[src/hw/rtl/dcftx_pkg.sv]
`timescale 1ns / 1ps

package dcftx_pkg;

  // Default width of byte sizes, offsets and thresholds.
  localparam int unsigned SIZE_BITS_DEF = 12;

  // Retry counters and their limits.
  localparam int unsigned RETRY_W = 9;
  localparam int unsigned LIMIT_W = 8;
  localparam logic [RETRY_W-1:0] RETRY_TOP = '1;

  // Register reset values.
  localparam logic [11:0] RST_THRESHOLD = 12'd4095;
  localparam logic [LIMIT_W-1:0] RST_MAX_SHORT = 8'd7;
  localparam logic [LIMIT_W-1:0] RST_MAX_LONG = 8'd4;

  localparam int unsigned CMD_W = 3;
  localparam int unsigned CFG_IDX_W = 2;

  typedef enum logic [CMD_W-1:0] {
    CMD_ACCESS    = 3'd0,
    CMD_GOT_CTS   = 3'd1,
    CMD_MISS_CTS  = 3'd2,
    CMD_GOT_ACK   = 3'd3,
    CMD_MISS_ACK  = 3'd4,
    CMD_NEXT_FRAG = 3'd5
  } cmd_e;

  typedef enum logic [CFG_IDX_W-1:0] {
    CFG_RTS_THR   = 2'd0,
    CFG_FRAG_THR  = 2'd1,
    CFG_MAX_SHORT = 2'd2,
    CFG_MAX_LONG  = 2'd3
  } cfg_idx_e;

  typedef enum logic [1:0] {
    WIN_NONE  = 2'd0,
    WIN_RESET = 2'd1,
    WIN_GROW  = 2'd2
  } win_e;

  typedef enum logic [1:0] {
    RPT_NONE  = 2'd0,
    RPT_OK    = 2'd1,
    RPT_RETRY = 2'd2,
    RPT_DROP  = 2'd3
  } rpt_e;

  // Microcode program counter and its steps.
  typedef logic [2:0] step_t;
  localparam step_t ST_IDLE   = 3'd0;
  localparam step_t ST_DEQ    = 3'd1;
  localparam step_t ST_DINIT  = 3'd2;
  localparam step_t ST_DITER  = 3'd3;
  localparam step_t ST_DECIDE = 3'd4;
  localparam step_t ST_EMIT   = 3'd5;

  // Condition under which a step repeats instead of moving on.
  typedef enum logic [1:0] {
    HOLD_NONE = 2'd0,
    HOLD_IN   = 2'd1,
    HOLD_DIV  = 2'd2,
    HOLD_OUT  = 2'd3
  } hold_e;

  typedef struct packed {
    hold_e hold;
    logic  jump;
    step_t target;
    logic  deq;
    logic  div_init;
    logic  div_step;
    logic  decide;
    logic  emit;
  } uword_t;

  typedef struct packed {
    logic in_fire;
    logic div_last;
    logic out_busy;
  } seq_stat_t;

endpackage

[src/hw/rtl/dcftx_seq.sv]
`timescale 1ns / 1ps

module dcftx_seq (
  input  logic                 clk_i,
  input  logic                 rst_ni,
  input  dcftx_pkg::seq_stat_t stat_i,
  output dcftx_pkg::uword_t    ctrl_o,
  output logic                 in_ready_o
);
  import dcftx_pkg::*;

  step_t  pc_q, pc_d;
  uword_t uw;
  logic   held;

  // Control store: one word per step.
  function automatic uword_t rom(input step_t s);
    uword_t w;
    w = '0;
    case (s)
      ST_IDLE:   w.hold = HOLD_IN;
      ST_DEQ:    w.deq = 1'b1;
      ST_DINIT:  w.div_init = 1'b1;
      ST_DITER: begin
        w.div_step = 1'b1;
        w.hold     = HOLD_DIV;
      end
      ST_DECIDE: w.decide = 1'b1;
      ST_EMIT: begin
        w.emit   = 1'b1;
        w.hold   = HOLD_OUT;
        w.jump   = 1'b1;
        w.target = ST_IDLE;
      end
      default: begin
        w.jump   = 1'b1;
        w.target = ST_IDLE;
      end
    endcase
    return w;
  endfunction

  assign uw = rom(pc_q);

  always_comb begin
    case (uw.hold)
      HOLD_IN:  held = !stat_i.in_fire;
      HOLD_DIV: held = !stat_i.div_last;
      HOLD_OUT: held = stat_i.out_busy;
      default:  held = 1'b0;
    endcase
    if (held) begin
      pc_d = pc_q;
    end else if (uw.jump) begin
      pc_d = uw.target;
    end else begin
      pc_d = pc_q + step_t'(1);
    end
  end

  always_ff @(posedge clk_i or negedge rst_ni) begin
    if (!rst_ni) begin
      pc_q <= ST_IDLE;
    end else begin
      pc_q <= pc_d;
    end
  end

  assign ctrl_o     = uw;
  assign in_ready_o = (uw.hold == HOLD_IN);

endmodule

[src/hw/rtl/dcftx_div.sv]
`timescale 1ns / 1ps

module dcftx_div #(
  parameter int unsigned SIZE_BITS = dcftx_pkg::SIZE_BITS_DEF
) (
  input  logic                 clk_i,
  input  logic                 rst_ni,
  input  logic                 init_i,
  input  logic                 step_i,
  input  logic [SIZE_BITS-1:0] dividend_i,
  input  logic [SIZE_BITS-1:0] divisor_i,
  output logic [SIZE_BITS-1:0] quo_o,
  output logic [SIZE_BITS-1:0] rem_o,
  output logic                 last_o
);
  localparam int unsigned CntW = $clog2(SIZE_BITS + 1);

  logic [SIZE_BITS-1:0] quo_q, rem_q, dvs_q;
  logic [CntW-1:0]      cnt_q;
  logic [SIZE_BITS:0]   shifted;
  logic                 ge;

  // Restoring division, one quotient bit per step, MSB first.
  assign shifted = {rem_q, quo_q[SIZE_BITS-1]};
  assign ge      = (shifted >= {1'b0, dvs_q});

  always_ff @(posedge clk_i or negedge rst_ni) begin
    if (!rst_ni) begin
      cnt_q <= '0;
    end else if (init_i) begin
      cnt_q <= CntW'(SIZE_BITS);
    end else if (step_i && cnt_q != '0) begin
      cnt_q <= cnt_q - CntW'(1);
    end
  end

  always_ff @(posedge clk_i) begin
    if (init_i) begin
      quo_q <= dividend_i;
      rem_q <= '0;
      dvs_q <= divisor_i;
    end else if (step_i) begin
      quo_q <= {quo_q[SIZE_BITS-2:0], ge};
      rem_q <= ge ? SIZE_BITS'(shifted - {1'b0, dvs_q}) : shifted[SIZE_BITS-1:0];
    end
  end

  assign quo_o  = quo_q;
  assign rem_o  = rem_q;
  assign last_o = (cnt_q == CntW'(1));

endmodule

[src/hw/rtl/dcftx_dp.sv]
`timescale 1ns / 1ps

module dcftx_dp #(
  parameter int unsigned SIZE_BITS = dcftx_pkg::SIZE_BITS_DEF
) (
  input  logic                              clk_i,
  input  logic                              rst_ni,
  input  dcftx_pkg::uword_t                 ctrl_i,
  input  logic                              in_fire_i,
  input  logic [dcftx_pkg::CMD_W-1:0]       in_cmd_i,
  input  logic                              in_qempty_i,
  input  logic [SIZE_BITS-1:0]              in_psize_i,
  input  logic                              in_bcast_i,
  input  logic                              cfg_we_i,
  input  dcftx_pkg::cfg_idx_e               cfg_idx_i,
  input  logic [SIZE_BITS-1:0]              cfg_data_i,
  input  logic [SIZE_BITS-1:0]              div_quo_i,
  input  logic [SIZE_BITS-1:0]              div_rem_i,
  output logic [SIZE_BITS-1:0]              div_dividend_o,
  output logic [SIZE_BITS-1:0]              div_divisor_o,
  input  logic                              out_ready_i,
  output logic                              out_valid_o,
  output logic                              out_busy_o,
  output logic                              tx_start_o,
  output logic [SIZE_BITS-1:0]              tx_offset_o,
  output logic [SIZE_BITS-1:0]              tx_length_o,
  output logic [SIZE_BITS-1:0]              frag_index_o,
  output logic                              more_frags_o,
  output logic                              use_rts_o,
  output logic                              want_ack_o,
  output logic [SIZE_BITS-1:0]              next_frag_len_o,
  output logic                              dequeue_o,
  output dcftx_pkg::win_e                   window_action_o,
  output dcftx_pkg::rpt_e                   report_o,
  output logic                              holding_packet_o
);
  import dcftx_pkg::*;

  localparam int unsigned NW = SIZE_BITS + 1;
  localparam int unsigned PW = 2 * SIZE_BITS;

  // Configuration registers.
  logic [SIZE_BITS-1:0] rts_thr_q, frag_thr_q;
  logic [LIMIT_W-1:0]   max_short_q, max_long_q;

  // Packet state.
  logic                 has_q, has_d;
  logic [SIZE_BITS-1:0] size_q, size_d;
  logic                 bcast_q, bcast_d;
  logic [SIZE_BITS-1:0] fc_q, fc_d;
  logic [RETRY_W-1:0]   src_q, src_d, lrc_q, lrc_d;

  // Captured event.
  logic [CMD_W-1:0]     cmd_q;
  logic                 qempty_q, pbcast_q;
  logic [SIZE_BITS-1:0] psize_q;

  // Decision results, held from the decide step to the emit step.
  logic                 deq_q, deq_d;
  logic                 send_q, send_d;
  logic                 start_q, start_d;
  logic [SIZE_BITS-1:0] len_q, len_d;
  logic                 rts_q, rts_d;
  logic                 ack_q, ack_d;
  win_e                 win_q, win_d;
  rpt_e                 rpt_q, rpt_d;
  logic [NW-1:0]        n_q;
  logic [SIZE_BITS-1:0] lastlen_q;

  // Output register.
  logic                 out_valid_q;
  logic                 o_start_q, o_more_q, o_rts_q, o_ack_q, o_deq_q, o_hold_q;
  logic [SIZE_BITS-1:0] o_off_q, o_len_q, o_idx_q, o_next_q;
  win_e                 o_win_q;
  rpt_e                 o_rpt_q;

  logic [SIZE_BITS-1:0] thr_eff;
  logic [NW-1:0]        n_w;
  logic [SIZE_BITS-1:0] lastlen_w;
  logic                 frag_w, last_w;
  logic [RETRY_W-1:0]   src_inc, lrc_inc;
  logic                 emit_fire;
  logic                 e_last;
  logic [PW-1:0]        prod;
  logic [SIZE_BITS-1:0] e_next;

  assign thr_eff   = (frag_thr_q == '0) ? SIZE_BITS'(1) : frag_thr_q;
  assign n_w       = {1'b0, div_quo_i} + NW'(div_rem_i != '0);
  assign lastlen_w = (div_rem_i != '0) ? div_rem_i : thr_eff;
  assign frag_w    = (size_q > thr_eff);
  assign last_w    = (({1'b0, fc_q} + NW'(1)) >= n_w);
  assign src_inc   = (src_q == RETRY_TOP) ? src_q : src_q + RETRY_W'(1);
  assign lrc_inc   = (lrc_q == RETRY_TOP) ? lrc_q : lrc_q + RETRY_W'(1);

  assign div_dividend_o = size_q;
  assign div_divisor_o  = thr_eff;

  always_comb begin
    has_d   = has_q;
    size_d  = size_q;
    bcast_d = bcast_q;
    fc_d    = fc_q;
    src_d   = src_q;
    lrc_d   = lrc_q;
    deq_d   = deq_q;
    send_d  = send_q;
    start_d = start_q;
    len_d   = len_q;
    rts_d   = rts_q;
    ack_d   = ack_q;
    win_d   = win_q;
    rpt_d   = rpt_q;
    if (ctrl_i.deq) begin
      deq_d = 1'b0;
      if (cmd_e'(cmd_q) == CMD_ACCESS && !has_q && !qempty_q) begin
        has_d   = 1'b1;
        size_d  = psize_q;
        bcast_d = pbcast_q;
        fc_d    = '0;
        src_d   = '0;
        lrc_d   = '0;
        deq_d   = 1'b1;
      end
    end
    if (ctrl_i.decide) begin
      send_d  = 1'b0;
      start_d = 1'b0;
      len_d   = '0;
      rts_d   = 1'b0;
      ack_d   = 1'b0;
      win_d   = WIN_NONE;
      rpt_d   = RPT_NONE;
      case (cmd_e'(cmd_q))
        CMD_ACCESS: begin
          if (has_q) begin
            if (bcast_q) begin
              start_d = 1'b1;
              len_d   = size_q;
              has_d   = 1'b0;
              win_d   = WIN_RESET;
            end else if (frag_w) begin
              send_d = 1'b1;
            end else begin
              start_d = 1'b1;
              len_d   = size_q;
              rts_d   = (size_q > rts_thr_q);
              ack_d   = 1'b1;
            end
          end
        end
        CMD_GOT_CTS: src_d = '0;
        CMD_MISS_CTS: begin
          if (has_q) begin
            src_d = src_inc;
            if (src_inc > RETRY_W'(max_short_q)) begin
              win_d = WIN_RESET;
              rpt_d = RPT_DROP;
              has_d = 1'b0;
            end else begin
              win_d = WIN_GROW;
            end
          end
        end
        CMD_GOT_ACK: begin
          lrc_d = '0;
          if (has_q && (!frag_w || last_w)) begin
            win_d = WIN_RESET;
            rpt_d = RPT_OK;
            has_d = 1'b0;
          end
        end
        CMD_MISS_ACK: begin
          if (has_q) begin
            lrc_d = lrc_inc;
            if (lrc_inc > RETRY_W'(max_long_q)) begin
              win_d = WIN_RESET;
              rpt_d = RPT_DROP;
              has_d = 1'b0;
            end else begin
              win_d = WIN_GROW;
              rpt_d = RPT_RETRY;
            end
          end
        end
        CMD_NEXT_FRAG: begin
          if (has_q && !bcast_q && frag_w && !last_w) begin
            fc_d   = fc_q + SIZE_BITS'(1);
            send_d = 1'b1;
          end
        end
        default: ;
      endcase
    end
  end

  // Fragment fields from the (possibly advanced) fragment number.
  assign prod      = PW'(fc_q) * PW'(thr_eff);
  assign e_last    = (({1'b0, fc_q} + NW'(1)) >= n_q);
  assign e_next    = e_last ? '0 :
                     ((({1'b0, fc_q} + NW'(2)) == n_q) ? lastlen_q : thr_eff);
  assign out_busy_o = out_valid_q && !out_ready_i;
  assign emit_fire  = ctrl_i.emit && !out_busy_o;

  always_ff @(posedge clk_i or negedge rst_ni) begin
    if (!rst_ni) begin
      rts_thr_q   <= SIZE_BITS'(RST_THRESHOLD);
      frag_thr_q  <= SIZE_BITS'(RST_THRESHOLD);
      max_short_q <= RST_MAX_SHORT;
      max_long_q  <= RST_MAX_LONG;
      has_q       <= 1'b0;
      size_q      <= '0;
      bcast_q     <= 1'b0;
      fc_q        <= '0;
      src_q       <= '0;
      lrc_q       <= '0;
      out_valid_q <= 1'b0;
    end else begin
      if (cfg_we_i) begin
        case (cfg_idx_i)
          CFG_RTS_THR:   rts_thr_q   <= cfg_data_i;
          CFG_FRAG_THR:  frag_thr_q  <= cfg_data_i;
          CFG_MAX_SHORT: max_short_q <= cfg_data_i[LIMIT_W-1:0];
          CFG_MAX_LONG:  max_long_q  <= cfg_data_i[LIMIT_W-1:0];
          default: ;
        endcase
      end
      has_q   <= has_d;
      size_q  <= size_d;
      bcast_q <= bcast_d;
      fc_q    <= fc_d;
      src_q   <= src_d;
      lrc_q   <= lrc_d;
      if (emit_fire) begin
        out_valid_q <= 1'b1;
      end else if (out_ready_i) begin
        out_valid_q <= 1'b0;
      end
    end
  end

  always_ff @(posedge clk_i) begin
    if (in_fire_i) begin
      cmd_q    <= in_cmd_i;
      qempty_q <= in_qempty_i;
      psize_q  <= in_psize_i;
      pbcast_q <= in_bcast_i;
    end
    deq_q   <= deq_d;
    send_q  <= send_d;
    start_q <= start_d;
    len_q   <= len_d;
    rts_q   <= rts_d;
    ack_q   <= ack_d;
    win_q   <= win_d;
    rpt_q   <= rpt_d;
    if (ctrl_i.decide) begin
      n_q       <= n_w;
      lastlen_q <= lastlen_w;
    end
    if (emit_fire) begin
      if (send_q) begin
        o_start_q <= 1'b1;
        o_off_q   <= prod[SIZE_BITS-1:0];
        o_len_q   <= e_last ? lastlen_q : thr_eff;
        o_idx_q   <= fc_q;
        o_more_q  <= !e_last;
        o_rts_q   <= 1'b0;
        o_ack_q   <= 1'b1;
        o_next_q  <= e_next;
      end else begin
        o_start_q <= start_q;
        o_off_q   <= '0;
        o_len_q   <= len_q;
        o_idx_q   <= '0;
        o_more_q  <= 1'b0;
        o_rts_q   <= rts_q;
        o_ack_q   <= ack_q;
        o_next_q  <= '0;
      end
      o_deq_q  <= deq_q;
      o_win_q  <= win_q;
      o_rpt_q  <= rpt_q;
      o_hold_q <= has_q;
    end
  end

  assign out_valid_o      = out_valid_q;
  assign tx_start_o       = o_start_q;
  assign tx_offset_o      = o_off_q;
  assign tx_length_o      = o_len_q;
  assign frag_index_o     = o_idx_q;
  assign more_frags_o     = o_more_q;
  assign use_rts_o        = o_rts_q;
  assign want_ack_o       = o_ack_q;
  assign next_frag_len_o  = o_next_q;
  assign dequeue_o        = o_deq_q;
  assign window_action_o  = o_win_q;
  assign report_o         = o_rpt_q;
  assign holding_packet_o = o_hold_q;

endmodule

[src/hw/rtl/wifi_dcf_tx_retry_fragment_ctrl.sv]
`timescale 1ns / 1ps

// Channel   | Direction | Transactions carry
// ----------+-----------+--------------------------------------------------
// s_axis    | in        | one MAC event (command in tuser, packet in tdata)
// m_axis    | out       | one result per event (transmit, window, report)
// cfg       | in        | one register write (index, data)
//
// Each event is accepted in the idle step and passes through the dequeue,
// divider init, divider iteration, decide and emit steps before its result
// is offered; the next event waits for the return to the idle step. The
// restoring divider works out one quotient bit per cycle. A new event is
// accepted only while the sequencer waits in its idle step. Reset (rst_ni,
// asynchronous, active low) clears the step counter, packet state and
// registers to their defaults. A result waiting on m_axis does not block the
// next event; the emit step of that next event waits for the output register
// to be free while m_axis stalls.

module wifi_dcf_tx_retry_fragment_ctrl #(
  parameter int unsigned SIZE_BITS = dcftx_pkg::SIZE_BITS_DEF
) (
  input  logic                              clk_i,
  input  logic                              rst_ni,
  // Event input.
  input  logic                              s_axis_tvalid,
  output logic                              s_axis_tready,
  // tdata from bit 0: queue_empty, packet_size, dest_broadcast, zero fill.
  input  logic [((SIZE_BITS+2+7)/8)*8-1:0]  s_axis_tdata,
  // tuser from bit 0: command.
  input  logic [dcftx_pkg::CMD_W-1:0]       s_axis_tuser,
  // Result output.
  output logic                              m_axis_tvalid,
  input  logic                              m_axis_tready,
  // tdata from bit 0: tx_start, tx_offset, tx_length, frag_index, more_frags,
  // use_rts, want_ack, next_frag_len, dequeue, window_action, report,
  // holding_packet, zero fill.
  output logic [((4*SIZE_BITS+10+7)/8)*8-1:0] m_axis_tdata,
  // Configuration write.
  input  logic                              cfg_valid_i,
  output logic                              cfg_ready_o,
  input  logic [dcftx_pkg::CFG_IDX_W-1:0]   cfg_index_i,
  input  logic [SIZE_BITS-1:0]              cfg_data_i
);
  import dcftx_pkg::*;

  localparam int unsigned OutW  = ((4 * SIZE_BITS + 10 + 7) / 8) * 8;

  uword_t               ctrl;
  seq_stat_t            stat;
  logic                 in_fire;
  logic                 div_last;
  logic                 out_busy;
  logic [SIZE_BITS-1:0] div_quo, div_rem, div_dividend, div_divisor;

  logic                 tx_start, more_frags, use_rts, want_ack, dequeue, holding;
  logic [SIZE_BITS-1:0] tx_offset, tx_length, frag_index, next_frag_len;
  win_e                 window_action;
  rpt_e                 report;

  // Registers are always writable; writes are expected only while idle.
  assign cfg_ready_o = 1'b1;
  assign in_fire     = s_axis_tvalid && s_axis_tready;

  assign stat.in_fire  = in_fire;
  assign stat.div_last = div_last;
  assign stat.out_busy = out_busy;

  // Microcode sequencer: step counter plus control store.
  dcftx_seq u_seq (
    .clk_i      (clk_i),
    .rst_ni     (rst_ni),
    .stat_i     (stat),
    .ctrl_o     (ctrl),
    .in_ready_o (s_axis_tready)
  );

  // Fragment count comes from size / threshold, worked out one bit a cycle.
  dcftx_div #(
    .SIZE_BITS (SIZE_BITS)
  ) u_div (
    .clk_i      (clk_i),
    .rst_ni     (rst_ni),
    .init_i     (ctrl.div_init),
    .step_i     (ctrl.div_step),
    .dividend_i (div_dividend),
    .divisor_i  (div_divisor),
    .quo_o      (div_quo),
    .rem_o      (div_rem),
    .last_o     (div_last)
  );

  // Packet state, retry counters, registers and the output register.
  dcftx_dp #(
    .SIZE_BITS (SIZE_BITS)
  ) u_dp (
    .clk_i            (clk_i),
    .rst_ni           (rst_ni),
    .ctrl_i           (ctrl),
    .in_fire_i        (in_fire),
    .in_cmd_i         (s_axis_tuser),
    .in_qempty_i      (s_axis_tdata[0]),
    .in_psize_i       (s_axis_tdata[SIZE_BITS:1]),
    .in_bcast_i       (s_axis_tdata[SIZE_BITS+1]),
    .cfg_we_i         (cfg_valid_i && cfg_ready_o),
    .cfg_idx_i        (cfg_idx_e'(cfg_index_i)),
    .cfg_data_i       (cfg_data_i),
    .div_quo_i        (div_quo),
    .div_rem_i        (div_rem),
    .div_dividend_o   (div_dividend),
    .div_divisor_o    (div_divisor),
    .out_ready_i      (m_axis_tready),
    .out_valid_o      (m_axis_tvalid),
    .out_busy_o       (out_busy),
    .tx_start_o       (tx_start),
    .tx_offset_o      (tx_offset),
    .tx_length_o      (tx_length),
    .frag_index_o     (frag_index),
    .more_frags_o     (more_frags),
    .use_rts_o        (use_rts),
    .want_ack_o       (want_ack),
    .next_frag_len_o  (next_frag_len),
    .dequeue_o        (dequeue),
    .window_action_o  (window_action),
    .report_o         (report),
    .holding_packet_o (holding)
  );

  // Pack the result, lowest field first, zero filled to whole bytes.
  assign m_axis_tdata = OutW'({holding, report, window_action, dequeue, next_frag_len,
                               want_ack, use_rts, more_frags, frag_index, tx_length,
                               tx_offset, tx_start});

endmodule

[config.mk]
export PLATFORM = sky130hd
export DESIGN_NAME = wifi_dcf_tx_retry_fragment_ctrl
export DESIGN_NICKNAME = d
export VERILOG_FILES = /design/src/hw/rtl/dcftx_pkg.sv /design/src/hw/rtl/dcftx_seq.sv /design/src/hw/rtl/dcftx_div.sv /design/src/hw/rtl/dcftx_dp.sv /design/src/hw/rtl/wifi_dcf_tx_retry_fragment_ctrl.sv
export SDC_FILE = /design/constraint.sdc
export NUM_CORES = 1
export LEC_CHECK = 0
export BUFFER_PORTS_ARGS = -buffer_cell sky130_fd_sc_hd__buf_2
export CORE_ASPECT_RATIO = 0.9
export CORE_MARGIN = 2
export CORE_UTILIZATION = 55
export CTS_CLUSTER_SIZE = 12
export DETAILED_ROUTE_END_ITERATION = 8
export GPL_TIMING_DRIVEN = 1
export PLACE_DENSITY = 0.74
export SETUP_SLACK_MARGIN = 0.05
export SYNTH_ARGS = -nofsm -noshare
export SYNTH_HDL_FRONTEND = slang
export SYNTH_SLANG_ARGS = --single-unit
[constraint.sdc]
create_clock -name clk_i -period 7 [get_ports clk_i]
set_input_delay 1.05 -clock clk_i [delete_from_list [all_inputs] [get_ports clk_i]]
set_output_delay 1.05 -clock clk_i [all_outputs]
set_load 0.02 [all_outputs]
==> reports/qor.csv, run 1 <==
metric;value;unit
Static Leak;7.74;nW
htree depth;1;
min cycle time layout;5.13;ns
DRT Pass-1 Iters;5;
pin count of the biggest net entering global routing;61;
Inst Count DP;1892;
number of synthesized flops with an enable pin;145;
layout cells sized above 1;14.9;%
initial antenna violation count;0;
die area;29600;um^2
Ys Warns;0;
largest area contributor in the synthesized netlist;edfxtp_1;
RSZ-0062 raised after global routing;no;
aggregate global routing overflow;0;
synth top area cells;edfxtp_1 (28%), dfrtp_1 (10%), ha_1 (9.8%), fa_1 (5.2%), dfstp_2 (4.7%);
Layout area overhead;9.86;%
Die X;181;um
post-synthesis cell count;1510;
crit path kind;flop to flop;
row cnt;58;
Die Y;163;um
# diodes;0;
Non-Filler Instances;1942;
# DRC;0;
sequential fraction of the synthesis area;44.7;%
post-CTS sizing;0;
final hold vios;0;
Port-buffer cells;95;
asr flop ratio synth;36.9;%
FMAX;195;MHz
Sw Share;35.5;%
Placed Area;16200;um^2
Worst EP arrival;5.43;ns
Final period util;73.3;%
startpoint types;flop;
count leader, synth;nand2_1;
DP Worst Slack;1.89;ns
Vias/cell;5.72;
Core ar.;27900;um^2
multi-input logic area;7620;um^2
Setup crit end kind;flop;
Clock Skew;0.0351;ns
Synth Area per Inst;10.3;um^2
Clock Root Buffer;clkbuf_16;
vias in the first global route;10900;
GP Congestion;0.915;
WL/cell;17.7;um
final setup TNS;0;ns
predominant post-synthesis flop cell;edfxtp_1;
Total GRT Usage;23.8;%
setup violators final;0;
number of setup buffers added after CTS;0;
TritonCTS clock tree;done;
Slew Limit Fails;0;
status;finished, final reports clean;
Synth cell types;66;
max FFs per register;13;
Synth Register Bits;249;
top cell type's share of synthesized area;28.1;%
vias;11100;
Clock Latency Late Sink;0.56;ns
synth cell count leaders;nand2_1 (189), inv_1 (162), edfxtp_1 (145);
fill count;2279;
final net count;1760;
Initial Util;55.7;%
Internal;3.42;mW
Seq pwr share;43.4;%
Worst-Margin Slew;1.16;ns
Ports;105;
CTS buffer count;27;
Clock Path Buffers;3;
FF+latch area;6930;um^2
clk sinks;249;
DRT iter0 DRCs;844;
PD cells;311;nW/um^2
remaining antenna violation count after routing;0;
total power;5.31;mW
Hold/Removal Path Class;flop to flop;
Max-slew headroom;22.0;%
first-pass GRT wire length;56200;um
Logic pwr share;30.4;%
Post-DP HPWL;24600;um
final WL;34300;um
maxcap violations;0;
NetSw;1.88;mW
clock slew seen by the registers of the worst setup and hold paths;0.06;ns
area of the mapped netlist;15500;um^2
CP Data Required Time;7.30;ns
Top reg by flops;u_dp.n_q;
Worst Slack Setup Final;1.87;ns
# hold bufs at CTS;0;
Max VDD drop;0.300;mV
Max FO, Critical Path;18;
Design Area, Final;17000;um^2
Clk pwr share;26.3;%
cells by family (layout without fill, tap and decap cells):
family / count (synthesis) / in the layout / synth area share (%)
compound gates: 232 / 232 / 9.67
xor+xnor: 75 / 75 / 4.32
fa+ha+maj: 161 / 161 / 14.9
buf+inv: 250 / 317 / 6.47
flops: 249 / 249 / 44.7
mux: 72 / 72 / 5.02
other cells: 2 / 7 / 0.0484
simple gates: 469 / 469 / 14.9
power by group through the flow:
stage	registers [mW]	logic (mW)	clock network, mW
finish	2.30	1.61	1.39
global route	2.34	1.83	1.48
CTS	2.29	1.61	1.42
detailed placement	2.32	1.59	0
global placement	2.31	1.53	0
floorplan	2.15	1.26	0
placed cells by master (no fill, tap or decap), drive strengths merged, types with 26 or more instances in the layout:
cell type  Yosys  layout
o21ai         65      65
mux2i         26      26
dfstp         28      28
nor2          58      58
a21oi         43      43
mux2          46      46
fa            40      40
nand3         33      33
xnor2         54      54
and2          56      56
dfrtp         64      64
edfxtp       145     145
buf           21     105
clkbuf        67      44
inv          162     163
nand2        189     189
ha           121     121
metrics by stage:
step | hold WS, ns | util, %
final | 0.426 | 61.2
after global routing | 0.441 | 61.2
after CTS | 0.429 | 61.2
after detailed placement | 0.408 | 58.0
after global placement | 0.405 | 58.0
after floorplan | 0.400 | -
final cells by class:
class                   count  share of cell area [%]
clock inverters             6                   0.286
clock buffers              44                    4.87
repair buffers            105                    3.24
multi-input cells        1016                    44.7
well taps                 360                    2.64
inverters                 162                    3.57
flip-flops and latches    249                    40.7
critical path, stage by stage, from the launching register on:
cell,delay [ns]
dfstp_2,0.50
nor4_1,0.34
a31o_2,0.49
nand2_1,0.13
fa_1,0.50
inv_1,0.06
fa_1,0.50
inv_1,0.05
fa_1,0.46
fa_1,0.54
inv_1,0.04
ha_1,0.32
o21ai_0,0.17
o21bai_1,0.12
a21o_1,0.20
a21oi_1,0.17
xnor2_1,0.09
and2_1,0.15
layer usage:
layer  routed length (um)  up-vias  share of wire, %  global-route usage (%)
met5                    0        -                 0                       0
met2                15500      398                45                    38.1
met1                15200     5328                44                    33.3
met3                 2530       77               7.4                    3.81
met4                 1100        0               3.2                    7.95
li1                     -     5302                 -                       -
final timing paths:
path                                     from                     end  slack (ns)  cells after the start
hold reg to reg                 u_dp.rpt_q[0]        u_dp.report_o[0]        0.43                      0
max in group asynchronous              rst_ni  u_dp.div_dividend_o[0]        5.41                      2
min in group asynchronous              rst_ni           u_dp.src_q[4]        0.46                      1
setup / recovery           u_dp.frag_thr_q[1]    u_dp.tx_offset_o[11]        1.87                     17
hold / removal                  u_dp.rpt_q[0]        u_dp.report_o[0]        0.43                      0
setup reg to reg           u_dp.frag_thr_q[1]    u_dp.tx_offset_o[11]        1.87                     17
Note: power is estimated with default switching activity, not from simulation.
==> inputs of run 2 (changes only) <==
--- a/config.mk
+++ b/config.mk
@@ -12,7 +12,7 @@
 export CTS_CLUSTER_SIZE = 12
 export DETAILED_ROUTE_END_ITERATION = 8
 export GPL_TIMING_DRIVEN = 1
-export PLACE_DENSITY = 0.74
+export PLACE_DENSITY = 0.76
 export SETUP_SLACK_MARGIN = 0.05
 export SYNTH_ARGS = -nofsm -noshare
 export SYNTH_HDL_FRONTEND = slang
==> constraint.sdc (replaced) <==
create_clock -name clk_i -period 4.7 [get_ports clk_i]
set_input_delay 0.705 -clock clk_i [delete_from_list [all_inputs] [get_ports clk_i]]
set_output_delay 0.705 -clock clk_i [all_outputs]
set_load 0.02 [all_outputs]
==> run 2 against run 1 <==
Effect of this change: global-route usage rose by 0.79 points; largest power group unchanged; clock skew decreased by 0.0052 ns; register-to-register slack got worse by 1.7 ns; final cell count is 3.2% higher; largest cell class unchanged; hold slack worse by 0.12 ns; power rose by 55%.
==> reports/qor.csv, run 2 (synthesis gave the netlist of run 1 again) <==
metric;value;unit
status;finished, final reports clean;
RSZ-0062 raised after global routing;yes;
pin count of the biggest net entering global routing;72;
min cycle time layout;4.58;ns
final WL;36200;um
aggregate global routing overflow;0;
Setup crit end kind;flop;
final hold vios;0;
Die Y;163;um
Final period util;97.4;%
Worst R2R End;u_dp.tx_offset_o[11];
crit path kind;flop to flop;
DRT iter0 DRCs;922;
startpoint types;flop;
R2R setup slack;0.12;ns
Static Leak;8.06;nW
final net count;1821;
layout cells sized above 1;19.7;%
commonest non-fill, non-tap cell in the layout;nand2_1;
Placed Area;16500;um^2
TritonCTS clock tree;done;
Layout area overhead;14.4;%
CP Data Required Time;5.00;ns
maxcap violations;0;
setup violators final;0;
PD cells;462;nW/um^2
most frequent cells in the layout;nand2_1 (186), inv_1 (155), edfxtp_1 (145);
Top reg by flops;u_dp.n_q;
clk sinks;249;
Clock Skew;0.0299;ns
htree depth;1;
# diodes;0;
Die X;181;um
Worst EP arrival;4.88;ns
# hold bufs at CTS;0;
fill count;2187;
Vias/cell;5.73;
row cnt;58;
Critical R2R Launch;u_dp.frag_thr_q[3];
remaining antenna violation count after routing;0;
vias;11500;
Worst Hold Slack;0.301;ns
initial antenna violation count;1;
max FFs per register;13;
FMAX;218;MHz
Clock Latency Late Sink;0.56;ns
vias in the first global route;11000;
Slew Limit Fails;0;
first-pass GRT wire length;57700;um
CTS buffer count;28;
Total GRT Usage;24.6;%
Initial Util;55.7;%
clock slew seen by the registers of the worst setup and hold paths;0.07;ns
Ports;105;
die area;29600;um^2
WL/cell;18.1;um
Port-buffer cells;95;
r2r worst-path depth;16;
Max FO, Critical Path;5;
Max-slew headroom;23.6;%
Core ar.;27900;um^2
Clock Path Buffers;3;
Hold/Removal Path Class;primary input to asynchronous set/reset pin;
Design Area, Final;17700;um^2
Worst-Margin Slew;1.14;ns
Post-DP HPWL;26100;um
# DRC;0;
DRT Pass-1 Iters;5;
Max VDD drop;0.451;mV
GP Congestion;0.932;
Clock Root Buffer;clkbuf_16;
-- run 2: cell types whose count changed in the layout (fill, tap and decap cells not counted), moves of 4 or more --
cell / previous run / this run
buf_12: 0 / 4
buf_4: 11 / 64
clkbuf_8: 7 / 2
ha_1: 121 / 115
ha_4: 0 / 4
inv_1: 161 / 155
inv_2: 1 / 7
nor4_1: 11 / 7
-- run 2: worst max-delay path, stage by stage (launching register included) --
cell	delay, ns
dfstp_2	0.57
buf_12	0.13
nand2_2	0.06
fa_1	0.55
inv_1	0.05
fa_1	0.49
inv_2	0.05
fa_1	0.50
fa_1	0.44
fa_2	0.38
xor2_1	0.16
xnor2_1	0.22
xnor2_1	0.17
xnor2_1	0.16
xnor2_1	0.16
xnor2_1	0.08
and2_1	0.15
-- run 2: through the flow --
stage	setup WS (ns)	std cells	setup TNS [ns]	util, %	total power [mW]
3_3_place_gp	-0.00970	1938	-0.00970	59.3	5.81
2_1_floorplan	0.0621	1515	0	-	5.10
4_1_cts	0.0512	1997	0	63.0	8.15
6_report	0.122	2004	0	63.7	8.20
5_1_grt	-0.0226	2004	-0.0226	63.7	8.68
3_5_place_dp	-0.0824	1938	-0.127	59.3	5.92
-- run 2: area by class of cell --
type                            count  area [um^2]  share of cell area [%]
Tap cell                          360          450                    2.54
Clock buffer                       40          766                    4.32
Clock inverter                     12          149                   0.839
Sequential cell                   249         6930                    39.1
Inverter                          162          608                    3.43
Timing Repair Buffer              165         1060                    6.00
Multi-Input combinational cell   1016         7770                    43.8
-- run 2: layer usage --
layer	GRT usage, %	wire (um)
met1	34.8	16100
met3	3.79	2670
met4	8.39	1250
met5	0	0
met2	39.0	16300
-- run 2: worst max path at each step --
stage	startpoint	slack, ns	endpoint
5_1_grt	u_dp.frag_thr_q[3]	-0.02	u_dp.tx_offset_o[11]
2_1_floorplan	u_dp.frag_thr_q[2]	0.06	u_dp.tx_offset_o[11]
3_3_place_gp	u_dp.frag_thr_q[5]	-0.01	u_dp.tx_offset_o[11]
6_report	u_dp.frag_thr_q[3]	0.12	u_dp.tx_offset_o[11]
3_5_place_dp	u_dp.frag_thr_q[3]	-0.08	u_dp.tx_offset_o[11]
4_1_cts	u_dp.frag_thr_q[4]	0.05	u_dp.tx_offset_o[11]
-- run 2: report_power, final --
group	switching, mW	internal, mW
combinational	1.58	1.10
sequential	0.446	2.90
clock	0.878	1.30
-- run 2: timing repair --
| item | 4_1_cts | 5_1_grt |
|---|---|---|
| setup buffers | 7 | 7 |
| endpoints found under the hold margin | 0 | 0 |
| pin swaps | 10 | 29 |
| resized for setup | 15 | 30 |
| cloned | 0 | 0 |
| endpoints found under the setup margin | 3 | 9 |
